**src/rtl/ictf_pkg.sv**
```systemverilog
package ictf_pkg;

  // Sample and result widths
  localparam int RAW_W   = 16;
  localparam int BIAS_W  = 20;
  localparam int CORR_W  = 21;
  localparam int GAIN_W  = 16;
  localparam int ALPHA_W = 17;
  localparam int ANGLE_W = 24;
  localparam int CFG_IDX_W = 3;
  localparam int CFG_DATA_W = 20;

  // CORDIC datapath
  localparam int TABLE_LEN  = 24;
  localparam int STEP_W     = 5;
  localparam int CX_W       = 34;
  localparam int ZACC_W     = 26;
  localparam int ATAN_W     = 23;
  localparam int ACC_W      = 18;
  localparam int CORDIC_STEPS_DEF = 16;

  // Shared multiplier and blend
  localparam int MUL_A_W  = 34;
  localparam int MUL_B_W  = 21;
  localparam int PROD_W   = 55;
  localparam int DSTEP_W  = 26;
  localparam int DIFF_W   = 27;
  localparam int SUM_W    = 44;
  localparam int BSUM_W   = 46;
  localparam int BRES_W   = 30;

  localparam logic [ALPHA_W-1:0] ALPHA_ONE = 17'd65536;
  localparam logic signed [ZACC_W-1:0] BASE_POS = 26'sd11796480;
  localparam logic signed [ZACC_W-1:0] BASE_NEG = -26'sd11796480;

  // atan(2^-i) in 1/65536 degree
  localparam logic signed [ATAN_W-1:0] ATAN_TAB [TABLE_LEN] = '{
    23'sd2949120, 23'sd1740967, 23'sd919879, 23'sd466945,
    23'sd234379,  23'sd117304,  23'sd58666,  23'sd29335,
    23'sd14668,   23'sd7334,    23'sd3667,   23'sd1833,
    23'sd917,     23'sd458,     23'sd229,    23'sd115,
    23'sd57,      23'sd29,      23'sd14,     23'sd7,
    23'sd4,       23'sd2,       23'sd1,      23'sd0
  };

  // Register indexes on the configuration port
  typedef enum logic [CFG_IDX_W-1:0] {
    REG_ACCEL_BIAS_X = 3'd0,
    REG_ACCEL_BIAS_Y = 3'd1,
    REG_ACCEL_BIAS_Z = 3'd2,
    REG_GYRO_BIAS_X  = 3'd3,
    REG_GYRO_BIAS_Y  = 3'd4,
    REG_GYRO_GAIN    = 3'd5,
    REG_BLEND_ALPHA  = 3'd6
  } cfg_reg_t;

  typedef enum logic [3:0] {
    S_IDLE,
    S_GAIN,
    S_GAIN_WB,
    S_DMUL,
    S_DWB,
    S_CINIT,
    S_CITER,
    S_CDONE,
    S_BMUL1,
    S_BMUL2,
    S_BWB,
    S_OUT
  } state_t;

  // raw*16 - bias, in 1/16 LSB
  function automatic logic signed [CORR_W-1:0] correct(
    input logic [RAW_W-1:0] raw,
    input logic [BIAS_W-1:0] bias
  );
    logic signed [CORR_W-1:0] r_ext;
    logic signed [CORR_W-1:0] b_ext;
    r_ext = {raw[RAW_W-1], raw, 4'b0000};
    b_ext = {bias[BIAS_W-1], bias};
    return r_ext - b_ext;
  endfunction

  function automatic logic signed [ANGLE_W-1:0] sat_angle(
    input logic signed [BRES_W-1:0] v
  );
    logic signed [BRES_W-1:0] hi;
    logic signed [BRES_W-1:0] lo;
    hi = BRES_W'(24'sh7FFFFF);
    lo = -(BRES_W'(25'sh0800000));
    if (v > hi) return 24'sh7FFFFF;
    if (v < lo) return 24'sh800000;
    return v[ANGLE_W-1:0];
  endfunction

endpackage

```
**src/rtl/imu_complementary_tilt_filter.sv**
```systemverilog
// Complementary roll/pitch filter for one IMU sample per transaction. Accel
// offsets are removed, atan2(ax,az) and atan2(-ay,az) are found by a vectoring
// CORDIC in degrees, the gyro y/x step rate*dt is subtracted from the stored
// angle and the two are blended with weight blend_alpha (Q1.16, clamped to
// one). Angles are in 1/256 degree, saturated to 24 bits. A new sample is
// accepted only once the previous one has passed the output state. The work is
// done by one CORDIC shift/add unit run once per axis and one shared 34x21
// multiplier that also forms dt*gain, both gyro steps and the blend products.
// An axis whose accel vector is zero skips its CORDIC iterations, and the
// block holds in its output state while the previous result has not been
// taken. in_ready is low while a sample is in work; a finished result sits in
// the output register while the next sample is accepted.
module imu_complementary_tilt_filter #(
  parameter int CORDIC_STEPS = ictf_pkg::CORDIC_STEPS_DEF
) (
  input  logic clk,
  input  logic rst_n,

  input  logic                                  in_valid,
  output logic                                  in_ready,
  input  logic signed [ictf_pkg::RAW_W-1:0]     in_accel_x,
  input  logic signed [ictf_pkg::RAW_W-1:0]     in_accel_y,
  input  logic signed [ictf_pkg::RAW_W-1:0]     in_accel_z,
  input  logic signed [ictf_pkg::RAW_W-1:0]     in_gyro_x,
  input  logic signed [ictf_pkg::RAW_W-1:0]     in_gyro_y,
  input  logic        [ictf_pkg::RAW_W-1:0]     in_elapsed_ms,

  output logic                                  out_valid,
  input  logic                                  out_ready,
  output logic signed [ictf_pkg::ANGLE_W-1:0]   out_roll_angle,
  output logic signed [ictf_pkg::ANGLE_W-1:0]   out_pitch_angle,

  input  logic                                  cfg_valid,
  output logic                                  cfg_ready,
  input  logic [ictf_pkg::CFG_IDX_W-1:0]        cfg_index,
  input  logic [ictf_pkg::CFG_DATA_W-1:0]       cfg_data
);
  import ictf_pkg::*;

  localparam int CORDIC_N = (CORDIC_STEPS > TABLE_LEN) ? TABLE_LEN : CORDIC_STEPS;
  localparam logic [STEP_W-1:0] STEP_LAST = STEP_W'(CORDIC_N - 1);

  // Configuration registers
  logic [BIAS_W-1:0]  accel_bias_x_r, accel_bias_y_r, accel_bias_z_r;
  logic [BIAS_W-1:0]  gyro_bias_x_r, gyro_bias_y_r;
  logic [GAIN_W-1:0]  gyro_gain_r;
  logic [ALPHA_W-1:0] blend_alpha_r;

  // Sample registers
  logic signed [CORR_W-1:0] axc_r, ayc_r, azc_r, gxc_r, gyc_r;
  logic [RAW_W-1:0]         dt_r;
  logic [2*RAW_W-1:0]       dtg_r;

  // Sequencer
  state_t state_r, state_nxt;
  logic   axis_r;
  logic   zero_r;

  // CORDIC unit
  logic signed [CX_W-1:0]   cx_r, cy_r;
  logic signed [ZACC_W-1:0] cz_r, base_r;
  logic [STEP_W-1:0]        step_r;

  // Shared multiplier
  logic signed [MUL_A_W-1:0] mul_a;
  logic signed [MUL_B_W-1:0] mul_b;
  logic signed [PROD_W-1:0]  prod_r;

  // Per-axis results and filter state
  logic signed [DSTEP_W-1:0] d_roll_r, d_pitch_r;
  logic signed [ACC_W-1:0]   acc_roll_r, acc_pitch_r;
  logic signed [ANGLE_W-1:0] roll_store_r, pitch_store_r;
  logic signed [SUM_W-1:0]   sum_r;

  logic out_valid_r;
  logic signed [ANGLE_W-1:0] out_roll_r, out_pitch_r;

  // Combinational helpers
  logic [ALPHA_W-1:0]        alpha_eff, alpha_inv;
  logic signed [DIFF_W-1:0]  diff;
  logic signed [ACC_W-1:0]   acc_sel;
  logic signed [CORR_W-1:0]  gyro_sel;
  logic signed [CORR_W:0]    cin_y, cin_x, neg_y, neg_x, ya, xa;
  logic                      cin_zero;
  logic signed [ZACC_W-1:0]  base_sel;
  logic signed [CX_W-1:0]    cx_sh, cy_sh;
  logic signed [ZACC_W-1:0]  atan_ext;
  logic signed [ZACC_W-1:0]  zround;
  logic signed [PROD_W-1:0]  dround;
  logic signed [BSUM_W-1:0]  bsum;
  logic                      out_free;

  assign cfg_ready = 1'b1;
  assign out_valid = out_valid_r;
  assign out_roll_angle  = out_roll_r;
  assign out_pitch_angle = out_pitch_r;
  assign out_free = !out_valid_r || out_ready;

  // Blend weights, alpha clamped to one
  assign alpha_eff = (blend_alpha_r > ALPHA_ONE) ? ALPHA_ONE : blend_alpha_r;
  assign alpha_inv = ALPHA_ONE - alpha_eff;

  // Select the current axis
  always_comb begin
    if (axis_r) begin
      diff     = DIFF_W'(pitch_store_r) - DIFF_W'(d_pitch_r);
      acc_sel  = acc_pitch_r;
      gyro_sel = gxc_r;
      cin_y    = -{ayc_r[CORR_W-1], ayc_r};
    end else begin
      diff     = DIFF_W'(roll_store_r) - DIFF_W'(d_roll_r);
      acc_sel  = acc_roll_r;
      gyro_sel = gyc_r;
      cin_y    = {axc_r[CORR_W-1], axc_r};
    end
    cin_x = {azc_r[CORR_W-1], azc_r};
  end

  // Fold a negative x into the right half plane
  always_comb begin
    neg_y    = -cin_y;
    neg_x    = -cin_x;
    cin_zero = (cin_x == '0) && (cin_y == '0);
    if (cin_x < 0) begin
      xa       = neg_x;
      ya       = neg_y;
      base_sel = (cin_y >= 0) ? BASE_POS : BASE_NEG;
    end else begin
      xa       = cin_x;
      ya       = cin_y;
      base_sel = '0;
    end
  end

  // CORDIC shift terms and rounding
  assign cx_sh    = cx_r >>> step_r;
  assign cy_sh    = cy_r >>> step_r;
  assign atan_ext = ZACC_W'(ATAN_TAB[step_r]);
  assign zround   = base_r + cz_r + ZACC_W'(128);
  assign dround   = prod_r + PROD_W'(64'sd134217728);
  assign bsum     = BSUM_W'(sum_r) + BSUM_W'($signed(prod_r[SUM_W:0])) + BSUM_W'(32768);

  // Next state
  always_comb begin
    state_nxt = state_r;
    unique case (state_r)
      S_IDLE:    if (in_valid) state_nxt = S_GAIN;
      S_GAIN:    state_nxt = S_GAIN_WB;
      S_GAIN_WB: state_nxt = S_DMUL;
      S_DMUL:    state_nxt = S_DWB;
      S_DWB:     state_nxt = axis_r ? S_CINIT : S_DMUL;
      S_CINIT:   state_nxt = cin_zero ? S_CDONE : S_CITER;
      S_CITER:   if (step_r == STEP_LAST) state_nxt = S_CDONE;
      S_CDONE:   state_nxt = axis_r ? S_BMUL1 : S_CINIT;
      S_BMUL1:   state_nxt = S_BMUL2;
      S_BMUL2:   state_nxt = S_BWB;
      S_BWB:     state_nxt = axis_r ? S_OUT : S_BMUL1;
      S_OUT:     if (out_free) state_nxt = S_IDLE;
      default:   state_nxt = S_IDLE;
    endcase
  end

  // Handshake and multiplier operand selection
  always_comb begin
    in_ready = (state_r == S_IDLE);
    mul_a    = '0;
    mul_b    = '0;
    unique case (state_r)
      S_GAIN: begin
        mul_a = MUL_A_W'({1'b0, dt_r});
        mul_b = MUL_B_W'({1'b0, gyro_gain_r});
      end
      S_DMUL: begin
        mul_a = MUL_A_W'({1'b0, dtg_r});
        mul_b = gyro_sel;
      end
      S_BMUL1: begin
        mul_a = MUL_A_W'(diff);
        mul_b = MUL_B_W'({1'b0, alpha_eff});
      end
      S_BMUL2: begin
        mul_a = MUL_A_W'(acc_sel);
        mul_b = MUL_B_W'({1'b0, alpha_inv});
      end
      default: begin
        mul_a = '0;
        mul_b = '0;
      end
    endcase
  end

  // Control registers
  always_ff @(posedge clk) begin
    if (!rst_n) begin
      state_r       <= S_IDLE;
      axis_r        <= 1'b0;
      out_valid_r   <= 1'b0;
      roll_store_r  <= '0;
      pitch_store_r <= '0;
    end else begin
      state_r <= state_nxt;
      if (state_r == S_IDLE) begin
        axis_r <= 1'b0;
      end else if (state_r == S_DWB || state_r == S_CDONE || state_r == S_BWB) begin
        axis_r <= ~axis_r;
      end
      if (state_r == S_BWB) begin
        if (axis_r) pitch_store_r <= sat_angle(bsum[BSUM_W-1:16]);
        else        roll_store_r  <= sat_angle(bsum[BSUM_W-1:16]);
      end
      // Hold the result until taken, then load the next one
      if (state_r == S_OUT && out_free) begin
        out_valid_r <= 1'b1;
      end else if (out_ready) begin
        out_valid_r <= 1'b0;
      end
    end
  end

  // Configuration writes
  always_ff @(posedge clk) begin
    if (!rst_n) begin
      accel_bias_x_r <= 20'sd14260;
      accel_bias_y_r <= 20'sd3180;
      accel_bias_z_r <= 20'sd7534;
      gyro_bias_x_r  <= -20'sd11168;
      gyro_bias_y_r  <= 20'sd705;
      gyro_gain_r    <= 16'd32786;
      blend_alpha_r  <= 17'd64225;
    end else if (cfg_valid && cfg_ready) begin
      unique case (cfg_index)
        REG_ACCEL_BIAS_X: accel_bias_x_r <= cfg_data;
        REG_ACCEL_BIAS_Y: accel_bias_y_r <= cfg_data;
        REG_ACCEL_BIAS_Z: accel_bias_z_r <= cfg_data;
        REG_GYRO_BIAS_X:  gyro_bias_x_r  <= cfg_data;
        REG_GYRO_BIAS_Y:  gyro_bias_y_r  <= cfg_data;
        REG_GYRO_GAIN:    gyro_gain_r    <= cfg_data[GAIN_W-1:0];
        REG_BLEND_ALPHA:  blend_alpha_r  <= cfg_data[ALPHA_W-1:0];
        default: ;
      endcase
    end
  end

  // Datapath registers
  always_ff @(posedge clk) begin
    prod_r <= mul_a * mul_b;
    unique case (state_r)
      S_IDLE: begin
        if (in_valid) begin
          axc_r <= correct(in_accel_x, accel_bias_x_r);
          ayc_r <= correct(in_accel_y, accel_bias_y_r);
          azc_r <= correct(in_accel_z, accel_bias_z_r);
          gxc_r <= correct(in_gyro_x, gyro_bias_x_r);
          gyc_r <= correct(in_gyro_y, gyro_bias_y_r);
          dt_r  <= in_elapsed_ms;
        end
      end
      S_GAIN_WB: dtg_r <= prod_r[2*RAW_W-1:0];
      S_DWB: begin
        if (axis_r) d_pitch_r <= dround[DSTEP_W+27:28];
        else        d_roll_r  <= dround[DSTEP_W+27:28];
      end
      S_CINIT: begin
        cx_r   <= {{(CX_W-CORR_W-9){xa[CORR_W]}}, xa, 8'b0};
        cy_r   <= {{(CX_W-CORR_W-9){ya[CORR_W]}}, ya, 8'b0};
        cz_r   <= '0;
        base_r <= base_sel;
        step_r <= '0;
        zero_r <= cin_zero;
      end
      // One rotation toward the x axis per cycle
      S_CITER: begin
        if (cy_r >= 0) begin
          cx_r <= cx_r + cy_sh;
          cy_r <= cy_r - cx_sh;
          cz_r <= cz_r + atan_ext;
        end else begin
          cx_r <= cx_r - cy_sh;
          cy_r <= cy_r + cx_sh;
          cz_r <= cz_r - atan_ext;
        end
        step_r <= step_r + STEP_W'(1);
      end
      S_CDONE: begin
        if (axis_r) acc_pitch_r <= zero_r ? '0 : zround[ZACC_W-1:8];
        else        acc_roll_r  <= zero_r ? '0 : zround[ZACC_W-1:8];
      end
      S_BMUL2: sum_r <= prod_r[SUM_W-1:0];
      S_OUT: begin
        if (out_free) begin
          out_roll_r  <= roll_store_r;
          out_pitch_r <= pitch_store_r;
        end
      end
      default: ;
    endcase
  end

  // A sample accepted starts the gain multiply
  a_accept_start: assert property (@(posedge clk) disable iff (!rst_n)
    (in_valid && in_ready) |=> (state_r == S_GAIN))
    else $error("accepted sample did not start the sequence");

  // A new result appears only from the output state
  a_out_from_seq: assert property (@(posedge clk) disable iff (!rst_n)
    (out_valid && !$past(out_valid)) |-> ($past(state_r) == S_OUT))
    else $error("result raised outside the output state");

  // CORDIC step counter stays inside the table
  a_step_range: assert property (@(posedge clk) disable iff (!rst_n)
    (state_r == S_CITER) |-> (step_r <= STEP_LAST))
    else $error("CORDIC step beyond last iteration");

  // Pitch blend is followed by the output state
  a_blend_done: assert property (@(posedge clk) disable iff (!rst_n)
    (state_r == S_BWB && axis_r) |=> (state_r == S_OUT))
    else $error("sequence skipped the output state");

  // No new sample while one is in work
  a_busy_block: assert property (@(posedge clk) disable iff (!rst_n)
    (state_r != S_IDLE) |-> !in_ready)
    else $error("ready raised while busy");

endmodule
```
**config.mk**
```make
export PLATFORM = sky130hd
export DESIGN_NAME = imu_complementary_tilt_filter
export DESIGN_NICKNAME = d
export VERILOG_FILES = /design/src/rtl/ictf_pkg.sv /design/src/rtl/imu_complementary_tilt_filter.sv
export SDC_FILE = /design/constraint.sdc
export NUM_CORES = 2
export LEC_CHECK = 0
export ABC_AREA = 1
export CAP_MARGIN = 5
export CORE_ASPECT_RATIO = 2
export CORE_UTILIZATION = 43
export DETAILED_ROUTE_END_ITERATION = 7
export DONT_BUFFER_PORTS = 1
export PLACE_DENSITY = 0.66
export SYNTH_ARGS = -nofsm -noshare
export SYNTH_HDL_FRONTEND = slang
export SYNTH_SLANG_ARGS = --single-unit
export TNS_END_PERCENT = 5
```
**constraint.sdc**
```tcl
create_clock -name clk -period 12.45 [get_ports clk]
set_input_delay 0.6225 -clock clk [delete_from_list [all_inputs] [get_ports clk]]
set_output_delay 0.6225 -clock clk [all_outputs]
set_load 0.005 [all_outputs]
```
# After elaboration in Yosys (flattened, before gate mapping)
# Memory sizes are Yosys's and may differ from the RTL's.
# Cells that the tools add are included.
[word_totals]
mem_bits_ro = 736
ff_bits = 700
output_inout_bits = 51
mem_count = 1
wordCells = 172
[memory_table]
columns = ["memory", "depth", "word_bits", "rd", "rd_ports_with_merged_regs", "write_ports", "line", "rtl"]
rows = [
  ["(name not given)", 32, 23, 1, 0, 0, "imu_complementary_tilt_filter.sv:138", "assign atan_ext = ZACC_W'(ATAN_TAB[step_r]);"],
]
[op_classes]
n_eq_ne = 21
bitwise = 3
reduce_logical = 29
muxes = 52
n_addsub = 23
n_shift = 2
n_mul = 1
order_cmp = 7
[ops]
columns = ["operator", "n"]
rows = [
  ["two-way mux 24 bit", 6],
  ["one-hot mux 34 bit (2 select lines)", 2],
  ["one-hot mux 34 bit (4 select lines)", 1],
  ["subtractor 20 x 20 -> 21 bit", 5],
  ["one-hot mux 21 bit (4 select lines)", 1],
  ["adder 34 bit", 2],
  ["two-way mux 34 bit", 2],
  [">>> shifter 34 x 5 -> 34 bit", 2],
  ["subtractor 34 bit", 2],
  ["two-way mux 22 bit", 3],
  ["adder 54 x 29 -> 54 bit (second input constant)", 1],
  ["multiplier 34 x 21 -> 54 bit", 1],
  ["subtractor 24 x 26 -> 27 bit", 2],
  ["two-way mux 26 bit", 2],
  ["one-hot mux 26 bit (2 select lines)", 1],
  ["one-hot mux 4 bit (12 select lines)", 1],
  ["adder 44 x 45 -> 46 bit", 1],
  ["adder 46 x 17 -> 46 bit (second input constant)", 1],
  ["two-way mux 23 bit", 2],
  ["zero test 22 bit", 2],
  ["negation 22 bit", 2],
  ["two-way mux 18 bit", 2],
  [">= comparator 34 x 1 -> 1 bit (second input constant)", 1],
  ["greater-than comparator 30 x 24 -> 1 bit (second input constant)", 1],
  ["other kinds (40)", 92],
]

# Longest topological paths before layout
[depth]
ltp_word = 13
depth_mapped = 47
depth_no_buf = 45

# Least setup slack after synthesis
# Ideal clock, no wire load.
[synth_timing]
kind = "flip-flop to flip-flop"
start = "register d_roll_r[0]"
end = "register prod_r[52]"
arrival_time_ns = 7.694
n_path_buf = 1
slack_ns = 4.684
stages_incl_launch_ff = 38
setup_ns = 0.072
path_cell_list = "edfxtp_1 -> ha_1 -> fa_1 -> inv_1 -> nand3_1 -> nand3_1 -> nand2_1 -> nand3_1 -> a21oi_2 -> inv_1 -> nand4_1 -> nand2_1 -> nand2_1 -> nand3_1 -> nand3_1 -> nand2_2 -> inv_2 -> buf_6 -> (+2 left out) -> inv_1 -> fa_1 -> fa_1 -> inv_1 -> fa_1 -> fa_1 -> inv_1 -> fa_1 -> fa_1 -> inv_1 -> ha_1 -> nand2_1 -> o21ai_0 -> inv_1 -> o221ai_1 -> nor3_1 -> a21oi_1 -> xor2_1"
[synth_via]
elab_chain_cells = 4
[synth_rtl]
columns = ["element", "line", "rtl"]
rows = [
  ["from (decl)", "imu_complementary_tilt_filter.sv:70", "logic signed [DSTEP_W-1:0] d_roll_r, d_pitch_r;"],
  ["from (signal assigned)", "imu_complementary_tilt_filter.sv:261", "else d_roll_r <= dround[DSTEP_W+27:28];"],
  ["subtractor 24 x 26 -> 27 bit", "imu_complementary_tilt_filter.sv:111", "diff = DIFF_W'(roll_store_r) - DIFF_W'(d_roll_r);"],
  ["two-way mux 27 bit", "imu_complementary_tilt_filter.sv:105", "if (axis_r) begin"],
  ["one-hot mux 34 bit (4 select lines)", "imu_complementary_tilt_filter.sv:168", "unique case (state_r)"],
  ["multiplier 34 x 21 -> 54 bit", "imu_complementary_tilt_filter.sv:246", "prod_r <= mul_a * mul_b;"],
  ["to (signal assigned)", "imu_complementary_tilt_filter.sv:246", ""],
  ["to (decl)", "imu_complementary_tilt_filter.sv:67", "logic signed [PROD_W-1:0] prod_r;"],
]
# Every way passes these cells.
# A chain may end at the register's enable or synchronous reset.

# Worst setup path after layout
[layout_timing]
start = "register pitch_store_r[0]"
end = "register prod_r[48]"
[layout_via]
elab_chain_cells = 4
[layout_rtl]
columns = ["element", "line", "rtl"]
rows = [
  ["from (decl)", "imu_complementary_tilt_filter.sv:72", "logic signed [ANGLE_W-1:0] roll_store_r, pitch_store_r;"],
  ["from (signal assigned)", "imu_complementary_tilt_filter.sv:208", "if (axis_r) pitch_store_r <= sat_angle(bsum[BSUM_W-1:16]);"],
  ["subtractor 24 x 26 -> 27 bit", "imu_complementary_tilt_filter.sv:106", "diff = DIFF_W'(pitch_store_r) - DIFF_W'(d_pitch_r);"],
  ["two-way mux 27 bit", "imu_complementary_tilt_filter.sv:105", ""],
  ["one-hot mux 34 bit (4 select lines)", "imu_complementary_tilt_filter.sv:168", ""],
  ["multiplier 34 x 21 -> 54 bit", "imu_complementary_tilt_filter.sv:246", ""],
]
# Every way passes these cells.

==> flow_summary.ini <==
[outcome]
status = complete, but fails checks
violations = capacitance limit, slew limit

[worst_setup_path]
startpoint_type = flop
required_ns = 12.95
cp_max_fo = 19
slowest_delay_ns = 0.84
worst_setup_path_end_kind = flop
setup.worst_path.class = reg -> reg
cpMostUsedCell = nand2_1
reg2reg_depth = 41
crit_slowest_cell = nand2_1
crit_arrival_ns = 11.46

[sta]
fmax_ghz = 0.0912
fin_hold_ws_ns = 0.0273
rsz0062_at_grt = false
fin_skew_ns = 0.0296
hold_viol = 0
maxSlewViolCount = 2
worst_pin_slew_ns = 1.53
fin_crit_sh_pct = 88.1
setup_viol = 0
maxSlewHeadroom_pct = -1.98
setup_tns_ns = 0
period_needed_ns = 10.97

[global_route]
grt_max_degree = 170
gr-total-overflow = 0
grt_antenna_before_repair = 13
grt_pass1_wl_um = 428000
grt_pass1_vias = 70100
grt_usage_pct = 33.8

[die]
ios = 175
chipWidth_um = 294
die_height_um = 587
coreArea_sq_mm = 0.170
die-area_sq_mm = 0.173
core.rowCount = 214
start_util_pct = 43.3

[clock_tree]
root_buffer = clkbuf_16
cts_resized = 0
clk_latency_ns = 0.69
cts_max_path_buffers = 3
postCtsSetupRepairBufs = 0
numCtsBuffers = 73
cts_tree = built
postCtsHoldBufs = 0
clock-sinks = 677
htree_levels = 3
clkTransAtPathRegs_ns = 0.07

[drt]
postRouteAntennaNets = 0
drt_iter0_markers = 4772
drt_pre_antenna_iters = 8
wl_per_cell_um = 24.2
wirelength_um = 290000
vias = 66500
drc = 0
viasPerCell = 5.55

[final_layout]
fin_nets = 10900
drive_gt1_share_pct = 3.95
syn_to_final_growth_pct = 6.28

[logic_synthesis]
synth_top_area_share_pct = 18.8
synth_seq_area_share_pct = 24.4
yosysUniqueCellTypes = 70
ys_ff_latch = 677
synth_top_cell_by_area = fa_1
syn-instance-count = 9752
synth_edf_count = 436
syn_avg_cell_area_sq_um = 7.54
synth_area_sq_mm = 0.0736
ys_top_cells_by_area = fa_1, edfxtp_1, nand2_1
yosysMostFrequentCell = nand2_1
synthArstFlopShare_pct = 0
yosysWarnings = 0
synth_ff_type = edfxtp_1
synthTopCellsByCount = nand2_1, inv_1, nor2_1

[pwr]
peakVddDrop_uv = 110
leakagePower_nw = 38.5
powerDensity_mw_per_mm2 = 86.6
fin_total_pwr_w = 0.00677

[placement]
port_buffers = 0
dp_hpwl_um = 232000
place.gp.congestion = 1.07

[worst_hold_path]
worstHoldPathType = in -> reg
worstHoldPathCells = 0

[flow_run]
cap_violations = 1
## through the flow
step	worst slack, ns	area (sq um)	std cells	utilization, %
2_1_floorplan	4.68	73600	9756	-
3_3_place_gp	2.22	75700	11800	44.6
4_1_cts	2.15	78100	12000	46.0
3_5_place_dp	2.17	75700	11800	44.6
5_1_grt	0.983	78200	12000	46.0
6_report	1.48	78200	12000	46.0
## cells by family after synthesis
family	share of synthesized area [%]
buffers and inverters	11.7
adders and majority gates	26.9
other	0.0102
muxes	0.0136
and+or+nand+nor	22.6
AOI/OAI and AO/OA	10.9
DFF	24.4
xor gates and xnor gates	3.52
## critical path, delay by kind of cell (launching register included)
kind                     cells  cell delay, ns
flip-flops                   1            0.31
adder cells (fa/ha/maj)     10            4.43
XOR/XNOR                     2            1.15
AO/OA/AOI/OAI                9            1.98
buffers and inverters        8            0.55
AND/OR/NAND/NOR             12            2.30
## path summary, 6_finish.rpt
kind | end | slack, ns | start
setup reg to reg | prod_r[48]$_DFF_P_ | 1.48 | pitch_store_r[0]$_SDFFE_PN0P_
hold reg to reg | ayc_r[0]$_DFFE_PP_ | 0.43 | accel_bias_y_r[0]$_SDFFE_PN0P_
hold / removal | dt_r[8]$_DFFE_PP_ | 0.03 | in_elapsed_ms[8]
setup / recovery | prod_r[48]$_DFF_P_ | 1.48 | pitch_store_r[0]$_SDFFE_PN0P_
## metal layers
metal | track usage (%) | share of wire, %
met3 | 7.12 | 6.7
met5 | 0 | 0.015
met4 | 35.3 | 13
met2 | 61.6 | 51
met1 | 29.1 | 29
## final cells by class
class | instances | area (sq um)
Fill cell | 17100 | 91600
Multi-Input combinational cell | 6900 | 47200
Sequential cell | 677 | 17900
Inverter | 1887 | 7090
Tap cell | 2268 | 2840
Clock buffer | 94 | 2040
Timing Repair Buffer | 92 | 701
Clock inverter | 42 | 398
Antenna cell | 7 | 17.5
## sequential cells by signal, indices dropped and copies added (netlist names), 26 cells and up
register,flops
dtg_r,32
prod_r,54
d_pitch_r,26
cx_r,34
cz_r,26
cy_r,34
d_roll_r,26
sum_r,44
## placed cells by master (no fill, tap or decap), types with 34 or more instances in the layout
| master | synthesis | layout |
|---|---|---|
| nand2_1 | 2329 | 2327 |
| inv_1 | 1850 | 1848 |
| nand2_2 | 51 | 53 |
| clkbuf_16 | 0 | 77 |
| dfxtp_1 | 241 | 240 |
| o21ai_0 | 415 | 412 |
| nor3_1 | 82 | 81 |
| xor2_1 | 194 | 194 |
| a21oi_1 | 564 | 561 |
| nand4_1 | 60 | 60 |
| ha_1 | 473 | 473 |
| o21bai_1 | 53 | 53 |
| o211ai_1 | 77 | 77 |
| a21o_1 | 34 | 34 |
| xnor2_1 | 102 | 102 |
| fa_1 | 692 | 692 |
| o21ai_1 | 48 | 51 |
| nand3_1 | 569 | 569 |
| edfxtp_1 | 436 | 436 |
| nor2_1 | 819 | 808 |
| buf_4 | 26 | 90 |
| o21a_1 | 69 | 69 |
## where the power goes
group          switching [W]  internal, W  total (W)
clock network        0.00105      0.00126    0.00231
logic                0.00126     0.000527    0.00179
registers           0.000113      0.00256    0.00267
total                0.00242      0.00435    0.00677
Power figures use the tool's default switching activity.
